==> src/rtl/ucbp_pkg.sv <==
// ---------------------------------------------------------------------------
// ucbp_pkg: shared types and constants for the universal code bit packer
// Holds command codes, sequencer states and the bit-run record.
// ---------------------------------------------------------------------------
package ucbp_pkg;

  localparam int WordBits = 64;
  localparam int FibTerms = 93;

  typedef enum logic [2:0] {
    CMD_BIN   = 3'd0,
    CMD_UNARY = 3'd1,
    CMD_GAMMA = 3'd2,
    CMD_DELTA = 3'd3,
    CMD_FIB   = 3'd4,
    CMD_FLUSH = 3'd5
  } cmd_t;

  typedef enum logic [3:0] {
    ST_IDLE,
    ST_FSCAN,
    ST_FDOWN,
    ST_SEG,
    ST_PUSH,
    ST_OUT,
    ST_DONE
  } state_t;

  // One run of bits handed to the packer: count bits of data, MSB first.
  typedef struct packed {
    logic        go;
    logic [63:0] data;
    logic [6:0]  count;
  } seg_t;

endpackage

==> src/rtl/universal_code_bit_packer.sv <==
// ---------------------------------------------------------------------------
// universal_code_bit_packer: binary, unary, gamma, delta and Fibonacci packer
// A small sequencer turns each item into runs of bits and feeds them to a
// shared 64-bit packer; full words leave through an output register.
// ---------------------------------------------------------------------------
//   Channel   Signals                                   Direction
//   input     in_valid, in_stall, cmd, value, width      into block
//   output    out_valid, out_stall, word_valid, word,    out of block
//             word_bits, code_length, error, last
//
// An item passes through an accept state, a setup state, a packing state
// that walks the bit-run slots (a run of more than 64 zeros is pushed in
// 64-bit pieces) and an output state with one result word per transfer. A
// Fibonacci item first scans the table upward term by term and then walks
// back down, each step the single add/compare step of the table walk.
// in_stall is high while an item is in work.
// Reset clears the accumulator and the sequencer; out_stall holds a result.
module universal_code_bit_packer #(
  parameter int MAX_UNARY = 255
) (
  input  logic        clk,
  input  logic        rst,
  input  logic        in_valid,
  output logic        in_stall,
  input  logic [2:0]  cmd,
  input  logic [63:0] value,
  input  logic [6:0]  width,
  output logic        out_valid,
  input  logic        out_stall,
  output logic        word_valid,
  output logic [63:0] word,
  output logic [6:0]  word_bits,
  output logic [8:0]  code_length,
  output logic        error,
  output logic        last
);

  localparam int Limit = (MAX_UNARY < 255) ? MAX_UNARY : 255;

  ucbp_pkg::state_t state, state_next;

  logic [2:0]  cmd_r;
  logic [63:0] val_r;
  logic [6:0]  blen;
  logic [2:0]  blen_l;
  logic        err_r;
  logic [8:0]  len_r;

  // Segment list: up to four runs of bits.
  logic [63:0] sdata [4];
  logic [8:0]  scnt  [4];
  logic [2:0]  sidx;
  logic [8:0]  sleft;

  // Fibonacci walk: fterm holds the term at index fk, fnext the one above.
  logic [6:0]  fk;
  logic [63:0] frem;
  logic [63:0] fbits_hi;
  logic [63:0] fbits_lo;
  logic [63:0] fterm;
  logic [63:0] fnext;

  // Result buffer.
  logic [63:0] rword [4];
  logic [6:0]  rbits [4];
  logic [2:0]  rcnt;
  logic [2:0]  ridx;

  ucbp_pkg::seg_t seg;
  logic        pk_full;
  logic [63:0] pk_word;
  logic [63:0] pk_part;
  logic [5:0]  pk_fill;
  logic        pk_flush;

  ucbp_packer u_pack (
    .clk(clk), .rst(rst), .seg(seg), .flush(pk_flush),
    .full(pk_full), .full_word(pk_word),
    .partial_word(pk_part), .fill_count(pk_fill)
  );

  // Bit length of the incoming value.
  always_comb begin
    blen = 7'd0;
    for (int i = 0; i < 64; i++) begin
      if (value[i]) blen = 7'(i + 1);
    end
    blen_l = 3'd0;
    for (int i = 0; i < 7; i++) begin
      if (blen[i]) blen_l = 3'(i + 1);
    end
  end

  // Current run: at most 64 bits per cycle.
  always_comb begin
    seg.go    = (state == ucbp_pkg::ST_PUSH) && (sidx < 3'd4) && (sleft != 9'd0);
    seg.count = (sleft > 9'd64) ? 7'd64 : sleft[6:0];
    seg.data  = sdata[sidx[1:0]] >> (sleft - 9'({2'b00, seg.count}));
    if (sleft > 9'd64) seg.data = 64'd0;
  end

  assign pk_flush = (state == ucbp_pkg::ST_SEG) && (cmd_r == ucbp_pkg::CMD_FLUSH);

  // Next state.
  always_comb begin
    state_next = state;
    case (state)
      ucbp_pkg::ST_IDLE: if (in_valid) begin
        if (cmd == ucbp_pkg::CMD_FIB && value != 64'd0) state_next = ucbp_pkg::ST_FSCAN;
        else state_next = ucbp_pkg::ST_SEG;
      end
      ucbp_pkg::ST_FSCAN:
        if (fk == 7'(ucbp_pkg::FibTerms - 1) || fnext > val_r) state_next = ucbp_pkg::ST_FDOWN;
      ucbp_pkg::ST_FDOWN: if (fk == 7'd1) state_next = ucbp_pkg::ST_SEG;
      ucbp_pkg::ST_SEG:   state_next = ucbp_pkg::ST_PUSH;
      ucbp_pkg::ST_PUSH:  if (!seg.go && sidx >= 3'd3) state_next = ucbp_pkg::ST_OUT;
      ucbp_pkg::ST_OUT:   if (!out_stall && ridx + 3'd1 >= rcnt) state_next = ucbp_pkg::ST_IDLE;
      ucbp_pkg::ST_DONE:  state_next = ucbp_pkg::ST_IDLE;
      default:            state_next = ucbp_pkg::ST_IDLE;
    endcase
  end

  always_ff @(posedge clk) begin
    if (rst) state <= ucbp_pkg::ST_IDLE;
    else     state <= state_next;
  end

  // Outputs.
  always_comb begin
    in_stall    = (state != ucbp_pkg::ST_IDLE);
    out_valid   = (state == ucbp_pkg::ST_OUT);
    word_valid  = (rcnt != 3'd0);
    word        = (rcnt != 3'd0) ? rword[ridx[1:0]] : 64'd0;
    word_bits   = (rcnt != 3'd0) ? rbits[ridx[1:0]] : 7'd0;
    code_length = len_r;
    error       = err_r;
    last        = (rcnt == 3'd0) || (ridx + 3'd1 == rcnt);
  end

  // Item capture, Fibonacci walk, segment setup and result collection.
  always_ff @(posedge clk) begin
    if (rst) begin
      rcnt <= '0;
      ridx <= '0;
      sidx <= '0;
    end else begin
      case (state)
        ucbp_pkg::ST_IDLE: if (in_valid) begin
          cmd_r <= cmd;
          val_r <= value;
          fk    <= 7'd1;
          fterm <= 64'd1;
          fnext <= 64'd2;
          frem  <= value;
          fbits_hi <= '0;
          fbits_lo <= '0;
          rcnt  <= '0;
          ridx  <= '0;
          for (int i = 0; i < 4; i++) begin
            sdata[i] <= '0;
            scnt[i]  <= '0;
          end
          err_r <= 1'b0;
          len_r <= '0;
          case (ucbp_pkg::cmd_t'(cmd))
            ucbp_pkg::CMD_BIN: begin
              sdata[0] <= value;
              scnt[0]  <= {2'b00, (width > 7'd64) ? 7'd64 : width};
              len_r    <= {2'b00, (width > 7'd64) ? 7'd64 : width};
            end
            ucbp_pkg::CMD_UNARY: begin
              if (value > 64'(Limit)) err_r <= 1'b1;
              else begin
                sdata[0] <= 64'd0;
                scnt[0]  <= value[8:0];
                sdata[1] <= 64'd1;
                scnt[1]  <= 9'd1;
                len_r    <= value[8:0] + 9'd1;
              end
            end
            ucbp_pkg::CMD_GAMMA: begin
              if (value == 64'd0) err_r <= 1'b1;
              else begin
                scnt[0]  <= {2'b00, blen - 7'd1};
                sdata[1] <= value;
                scnt[1]  <= {2'b00, blen};
                len_r    <= {1'b0, blen, 1'b0} - 9'd1;
              end
            end
            ucbp_pkg::CMD_DELTA: begin
              if (value == 64'd0) err_r <= 1'b1;
              else begin
                scnt[0]  <= {6'd0, blen_l - 3'd1};
                sdata[1] <= {57'd0, blen};
                scnt[1]  <= {6'd0, blen_l};
                sdata[2] <= value;
                scnt[2]  <= {2'b00, blen - 7'd1};
                len_r    <= {5'd0, blen_l, 1'b0} - 9'd1 + {2'b00, blen} - 9'd1;
              end
            end
            ucbp_pkg::CMD_FIB: begin
              if (value == 64'd0) err_r <= 1'b1;
            end
            default: ;
          endcase
        end
        ucbp_pkg::ST_FSCAN: begin
          if (fk == 7'(ucbp_pkg::FibTerms - 1) || fnext > val_r) begin
            scnt[0] <= {2'b00, (fk > 7'd64) ? 7'd64 : fk};
            scnt[1] <= {2'b00, (fk > 7'd64) ? fk - 7'd64 : 7'd0};
            scnt[2] <= 9'd1;
            sdata[2] <= 64'd1;
            len_r   <= {2'b00, fk} + 9'd1;
          end else begin
            fk    <= fk + 7'd1;
            fterm <= fnext;
            fnext <= fterm + fnext;
          end
        end
        ucbp_pkg::ST_FDOWN: begin
          // Bit for term k sits at stream position k-1, MSB first.
          if (fterm <= frem) begin
            frem <= frem - fterm;
            if (fk <= 7'd64) fbits_hi[6'(7'd64 - fk)] <= 1'b1;
            else             fbits_lo[6'(7'd64 - (fk - 7'd64))] <= 1'b1;
          end
          // Step one term down: the lower term is the difference of the pair.
          if (fk != 7'd1) begin
            fk    <= fk - 7'd1;
            fterm <= fnext - fterm;
            fnext <= fterm;
          end
        end
        ucbp_pkg::ST_SEG: begin
          sidx  <= 3'd0;
          sleft <= scnt[0];
          if (cmd_r == ucbp_pkg::CMD_FIB && !err_r) begin
            sdata[0] <= fbits_hi >> (7'd64 - scnt[0][6:0]);
            sdata[1] <= (scnt[1] == 9'd0) ? 64'd0 :
                        fbits_lo >> (7'd64 - scnt[1][6:0]);
          end
          if (cmd_r == ucbp_pkg::CMD_FLUSH && pk_fill != 6'd0) begin
            rword[0] <= pk_part;
            rbits[0] <= {1'b0, pk_fill};
            rcnt     <= 3'd1;
          end
        end
        ucbp_pkg::ST_PUSH: begin
          if (seg.go) begin
            if (pk_full) begin
              rword[rcnt[1:0]] <= pk_word;
              rbits[rcnt[1:0]] <= 7'd64;
              rcnt <= rcnt + 3'd1;
            end
            if (sleft > 9'd64) sleft <= sleft - 9'd64;
            else begin
              sidx  <= sidx + 3'd1;
              sleft <= (sidx < 3'd3) ? scnt[sidx[1:0] + 2'd1] : 9'd0;
            end
          end else if (sleft == 9'd0 && sidx < 3'd3) begin
            sidx  <= sidx + 3'd1;
            sleft <= scnt[sidx[1:0] + 2'd1];
          end
        end
        ucbp_pkg::ST_OUT: if (!out_stall) ridx <= ridx + 3'd1;
        default: ;
      endcase
    end
  end

endmodule

==> src/rtl/ucbp_packer.sv <==
// ---------------------------------------------------------------------------
// ucbp_packer: 64-bit MSB-first accumulator
// Appends a run of up to 64 bits per cycle by left-aligning it and shifting
// it behind pending bits; reports a completed word and the spill-over bits.
// ---------------------------------------------------------------------------
module ucbp_packer (
  input  logic                 clk,
  input  logic                 rst,
  input  ucbp_pkg::seg_t       seg,
  input  logic                 flush,
  output logic                 full,
  output logic [63:0]          full_word,
  output logic [63:0]          partial_word,
  output logic [5:0]           fill_count
);

  logic [127:0] span;
  logic [7:0]   total;
  logic [63:0]  data_al;

  // Left-align the run, then place it after the pending bits.
  always_comb begin
    data_al = (seg.count == 7'd0) ? 64'd0 : (seg.data << (7'd64 - seg.count));
    span    = {partial_word, 64'd0} | ({data_al, 64'd0} >> fill_count);
    total   = {2'b00, fill_count} + {1'b0, seg.count};
    full    = seg.go && (total >= 8'd64);
    full_word = span[127:64];
  end

  // Accumulator update.
  always_ff @(posedge clk) begin
    if (rst || flush) begin
      partial_word <= '0;
      fill_count   <= '0;
    end else if (seg.go) begin
      partial_word <= full ? span[63:0] : span[127:64];
      fill_count   <= total[5:0];
    end
  end

endmodule
==> config.mk <==
export PLATFORM = sky130hd
export DESIGN_NAME = universal_code_bit_packer
export DESIGN_NICKNAME = d
export VERILOG_FILES = /design/src/rtl/ucbp_pkg.sv /design/src/rtl/universal_code_bit_packer.sv /design/src/rtl/ucbp_packer.sv
export SDC_FILE = /design/constraint.sdc
export NUM_CORES = 2
export LEC_CHECK = 0
export BUFFER_PORTS_ARGS = -buffer_cell sky130_fd_sc_hd__buf_2
export CAP_MARGIN = 20
export CELL_PAD_IN_SITES_DETAIL_PLACEMENT = 0
export CELL_PAD_IN_SITES_GLOBAL_PLACEMENT = 1
export CORE_MARGIN = 2
export CORE_UTILIZATION = 40
export DETAILED_ROUTE_END_ITERATION = 10
export GPL_ROUTABILITY_DRIVEN = 0
export PLACE_DENSITY_LB_ADDON = 0.1
export SYNTH_ARGS = -nofsm -noshare
export SYNTH_HDL_FRONTEND = slang
export SYNTH_HIERARCHICAL = 1
export SYNTH_SLANG_ARGS = --single-unit
export TNS_END_PERCENT = 10
==> constraint.sdc <==
create_clock -name clk -period 19.2 [get_ports clk]
set_input_delay 3.84 -clock clk [delete_from_list [all_inputs] [get_ports clk]]
set_output_delay 3.84 -clock clk [all_outputs]
set_load 0.05 [all_outputs]
==> metrics.md <==
| Metric | Value |
|---|---|
| Period utilization | 48.1% |
| Buf/Inv on CP | 3 |
| Clk buf depth | 3 |
| Share of synthesized registers carrying an async set or reset | 0% |
| Worst-Margin Slew | 1370 ps |
| Cell taking the most area after synthesis | edfxtp_1 |
| Worst slew margin | 8.79% |
| Drt pass-1 iters | 8 |
| Skew final | 67.1 ps |
| Residual DRC | 0 |
| Die Y | 445 µm |
| F_max | 108 MHz |
| Pwr/cell area | 148 nW/µm² |
| Post-Layout Cell Count | 10795 |
| Antenna violations before repair | 39 |
| CP arrival | 9740 ps |
| CP Launch Type | primary input |
| Ys Warns | 6 |
| P_leak | 31.4 nW |
| Hold Fails Final Rpt | 0 |
| CTS sink count | 998 |
| First-pass GRT wire length | 482000 µm |
| Synth top area share | 34.9% |
| Largest cells by area after synthesis | edfxtp_1, mux4_2, ha_1 |
| Total congestion overflow | 0 |
| Core Region | 193000 µm² |
| Final total power | 12.6 mW |
| Maxcap violations | 0 |
| Post-CTS resize count | 0 |
| Worst Hold Class | flop to flop |
| Count of different cell masters after synthesis | 147 |
| CP peak stage delay | 480 ps |
| Avg Vias per Cell | 6.47 |
| Maximum vdd ir drop | 0.0983 mV |
| CTS tree | built |
| Syn Inst Count | 8288 |
| Most frequent CP cell | ha_1 |
| Post-synth top cells | nand2_1, edfxtp_1, nor2_1 |
| GRT Resource Usage Total | 32.9% |
| Status | finished clean |
| Worst-Skew Late Latency | 820 ps |
| Routed Antenna Nets | 0 |
| Row Count | 161 |
| Clk root buf | clkbuf_16 |
| Vias in the first global route | 66419 |
| Starting Density | 40.3% |
| DP Wirelength | 249000 µm |
| Share of cells above drive strength 1 | 13.2% |
| Clock transition at path regs | 60 ps |
| Drt initial violations | 8578 |
| Pre-CTS WS | 9430 ps |
| Nets@finish | 8521 |
| Largest net degree at the start of global routing | 158 |
| Die X | 445 µm |
| Setup TNS | 0 ps |
| Inst Count DP | 10544 |
| Synth Flop Type | edfxtp_1 |
| CP Capture Type | flop |
| Total CTS buffers | 116 |
| Final worst path period need | 9230 ps |
| Die Area | 198000 µm² |
| Per-cell routed wire length | 31.0 µm |
| Crit Path Max Fanout | 13 |
| Setup Viol. Count Final | 0 |
| Hold Slack | 465 ps |
| Seq/Total Area, Yosys | 37.3% |
| Ports | 163 |
| WL final | 334000 µm |
| Syn_nets | 8663 |
| Syn_area_per_cell | 9.39 µm² |
| Area Growth Syn to Fin | 9.17% |
| IO Port Bufs | 162 |
| Top Family by Delay on Critical Path | compound AO/OA/AOI/OAI gates |
| Worst Path Required | 19710 ps |
| Max H-tree Level | 3 |
| Most common cell in the netlist | nand2_1 |
| Yosys reg bits | 998 |
| Unrepaired setup endpoints after global routing | no |
| Fillers | 18926 |
| Number of flops mapped to enable cells by yosys | 905 |
| Cts hold-fix bufs | 0 |
| Vias | 69839 |
| Setup bufs post-CTS | 0 |
| Crit Path Category | primary input to flop |
| Final Max Slew Viols | 0 |
| Slowest CP cell | a211oi_2 |
| Netlist Area Pre-Place | 77900 µm² |
| Worst Setup Slack, final | 9970 ps |
[where the power goes]
part	internal (mW)	total, mW	leakage, nW	switching (mW)
registers	2.93	3.24	9.32	0.315
clock network	1.37	2.40	1.97	1.03
logic	2.30	6.94	20.1	4.65
[tightest hold or removal path, cell delays in order (launching register included)]
cell	delay (ps)
dfxtp_1	310
nand2_1	60
a21oi_1	50
[path summary, 6_finish.rpt]
kind / end / slack (ps) / cells after the start / startpoint
setup / recovery: code_length[6] / 9970 / 27 / value[2]
hold / removal: rcnt[2] / 460 / 2 / rcnt[2]
setup reg to reg: rword[3][12] / 11020 / 18 / flop
hold reg to reg: rcnt[2] / 460 / 2 / rcnt[2]
[routing by layer]
layer  global-route usage [%]  wire length, µm
met3                     5.47            23800
met4                     21.9            26400
met1                     41.0           131000
met2                     52.4           153000
met5                        0               91
[flip-flops by register name (all words and copies together), names as in the netlist, 6 cells and up, named ones only]
name / count
code_length: 9
fbits_hi: 64
fbits_lo: 64
fk: 7
fnext: 64
frem: 64
fterm: 64
rbits: 28
rword: 256
scnt: 23
sdata: 192
sleft: 9
u_pack/fill_count: 6
u_pack/partial_word: 64
val_r: 64
[cells by family after synthesis]
| logic type | Yosys count | share of synthesized area (%) |
|---|---|---|
| and+or+nand+nor | 2912 | 17.3 |
| adders and majority gates | 297 | 4.82 |
| xor gates and xnor gates | 220 | 2.49 |
| buffers and inverters | 898 | 4.94 |
| AOI/OAI and AO/OA | 2381 | 20.7 |
| muxes | 580 | 12.5 |
| other | 2 | 0.00964 |
| DFF | 998 | 37.3 |
[through the flow]
| step | instance area [µm²] | utilization, % |
|---|---|---|
| CTS | 84900 | 44.0 |
| global placement | 80700 | 41.8 |
| floorplan | 77900 | - |
| detailed placement | 80800 | 41.9 |
| finish | 85000 | 44.0 |
| global route | 85000 | 44.0 |
[layout make-up]
type                       count  area [µm²]  share of cell area (%)
sequential                   998       29100                    34.2
multi-input combinational   6392       45400                    53.4
antenna                       20        50.0                  0.0589
timing repair buffer         333        2120                    2.49
tap                         2526        3160                    3.72
inverter                     305        1150                    1.35
clock buffer                 138        3050                    3.58
clock inverter                83        1030                    1.22
[cell usage in the layout, fill, tap and decap left out, types with 44 or more instances in the layout]
cell	Yosys	routed
mux4_2	307	307
o21ai_0	487	483
a21o_1	100	100
clkbuf_16	0	116
a211oi_1	91	91
nor2b_1	59	57
buf_4	17	162
nor3_1	159	148
buf_2	67	164
edfxtp_1	905	905
o21bai_1	68	68
a22o_1	100	100
o21ai_1	42	44
or3_1	44	44
o22ai_1	129	129
nor4_1	55	55
mux2i_1	221	221
nand2b_1	63	63
nor2_1	883	875
mux2_2	50	50
a22oi_1	50	50
xnor2_1	145	136
nand3_1	261	259
and2_1	120	119
ha_1	292	288
a21oi_1	566	565
o21a_1	54	54
a31oi_1	77	76
and3_1	123	123
dfxtp_1	93	83
inv_1	295	290
nand2_1	948	944
o211ai_1	78	78
nand4_1	63	63
xor2_1	73	68
o31ai_1	59	59
(Power assumes the default switching activity.)
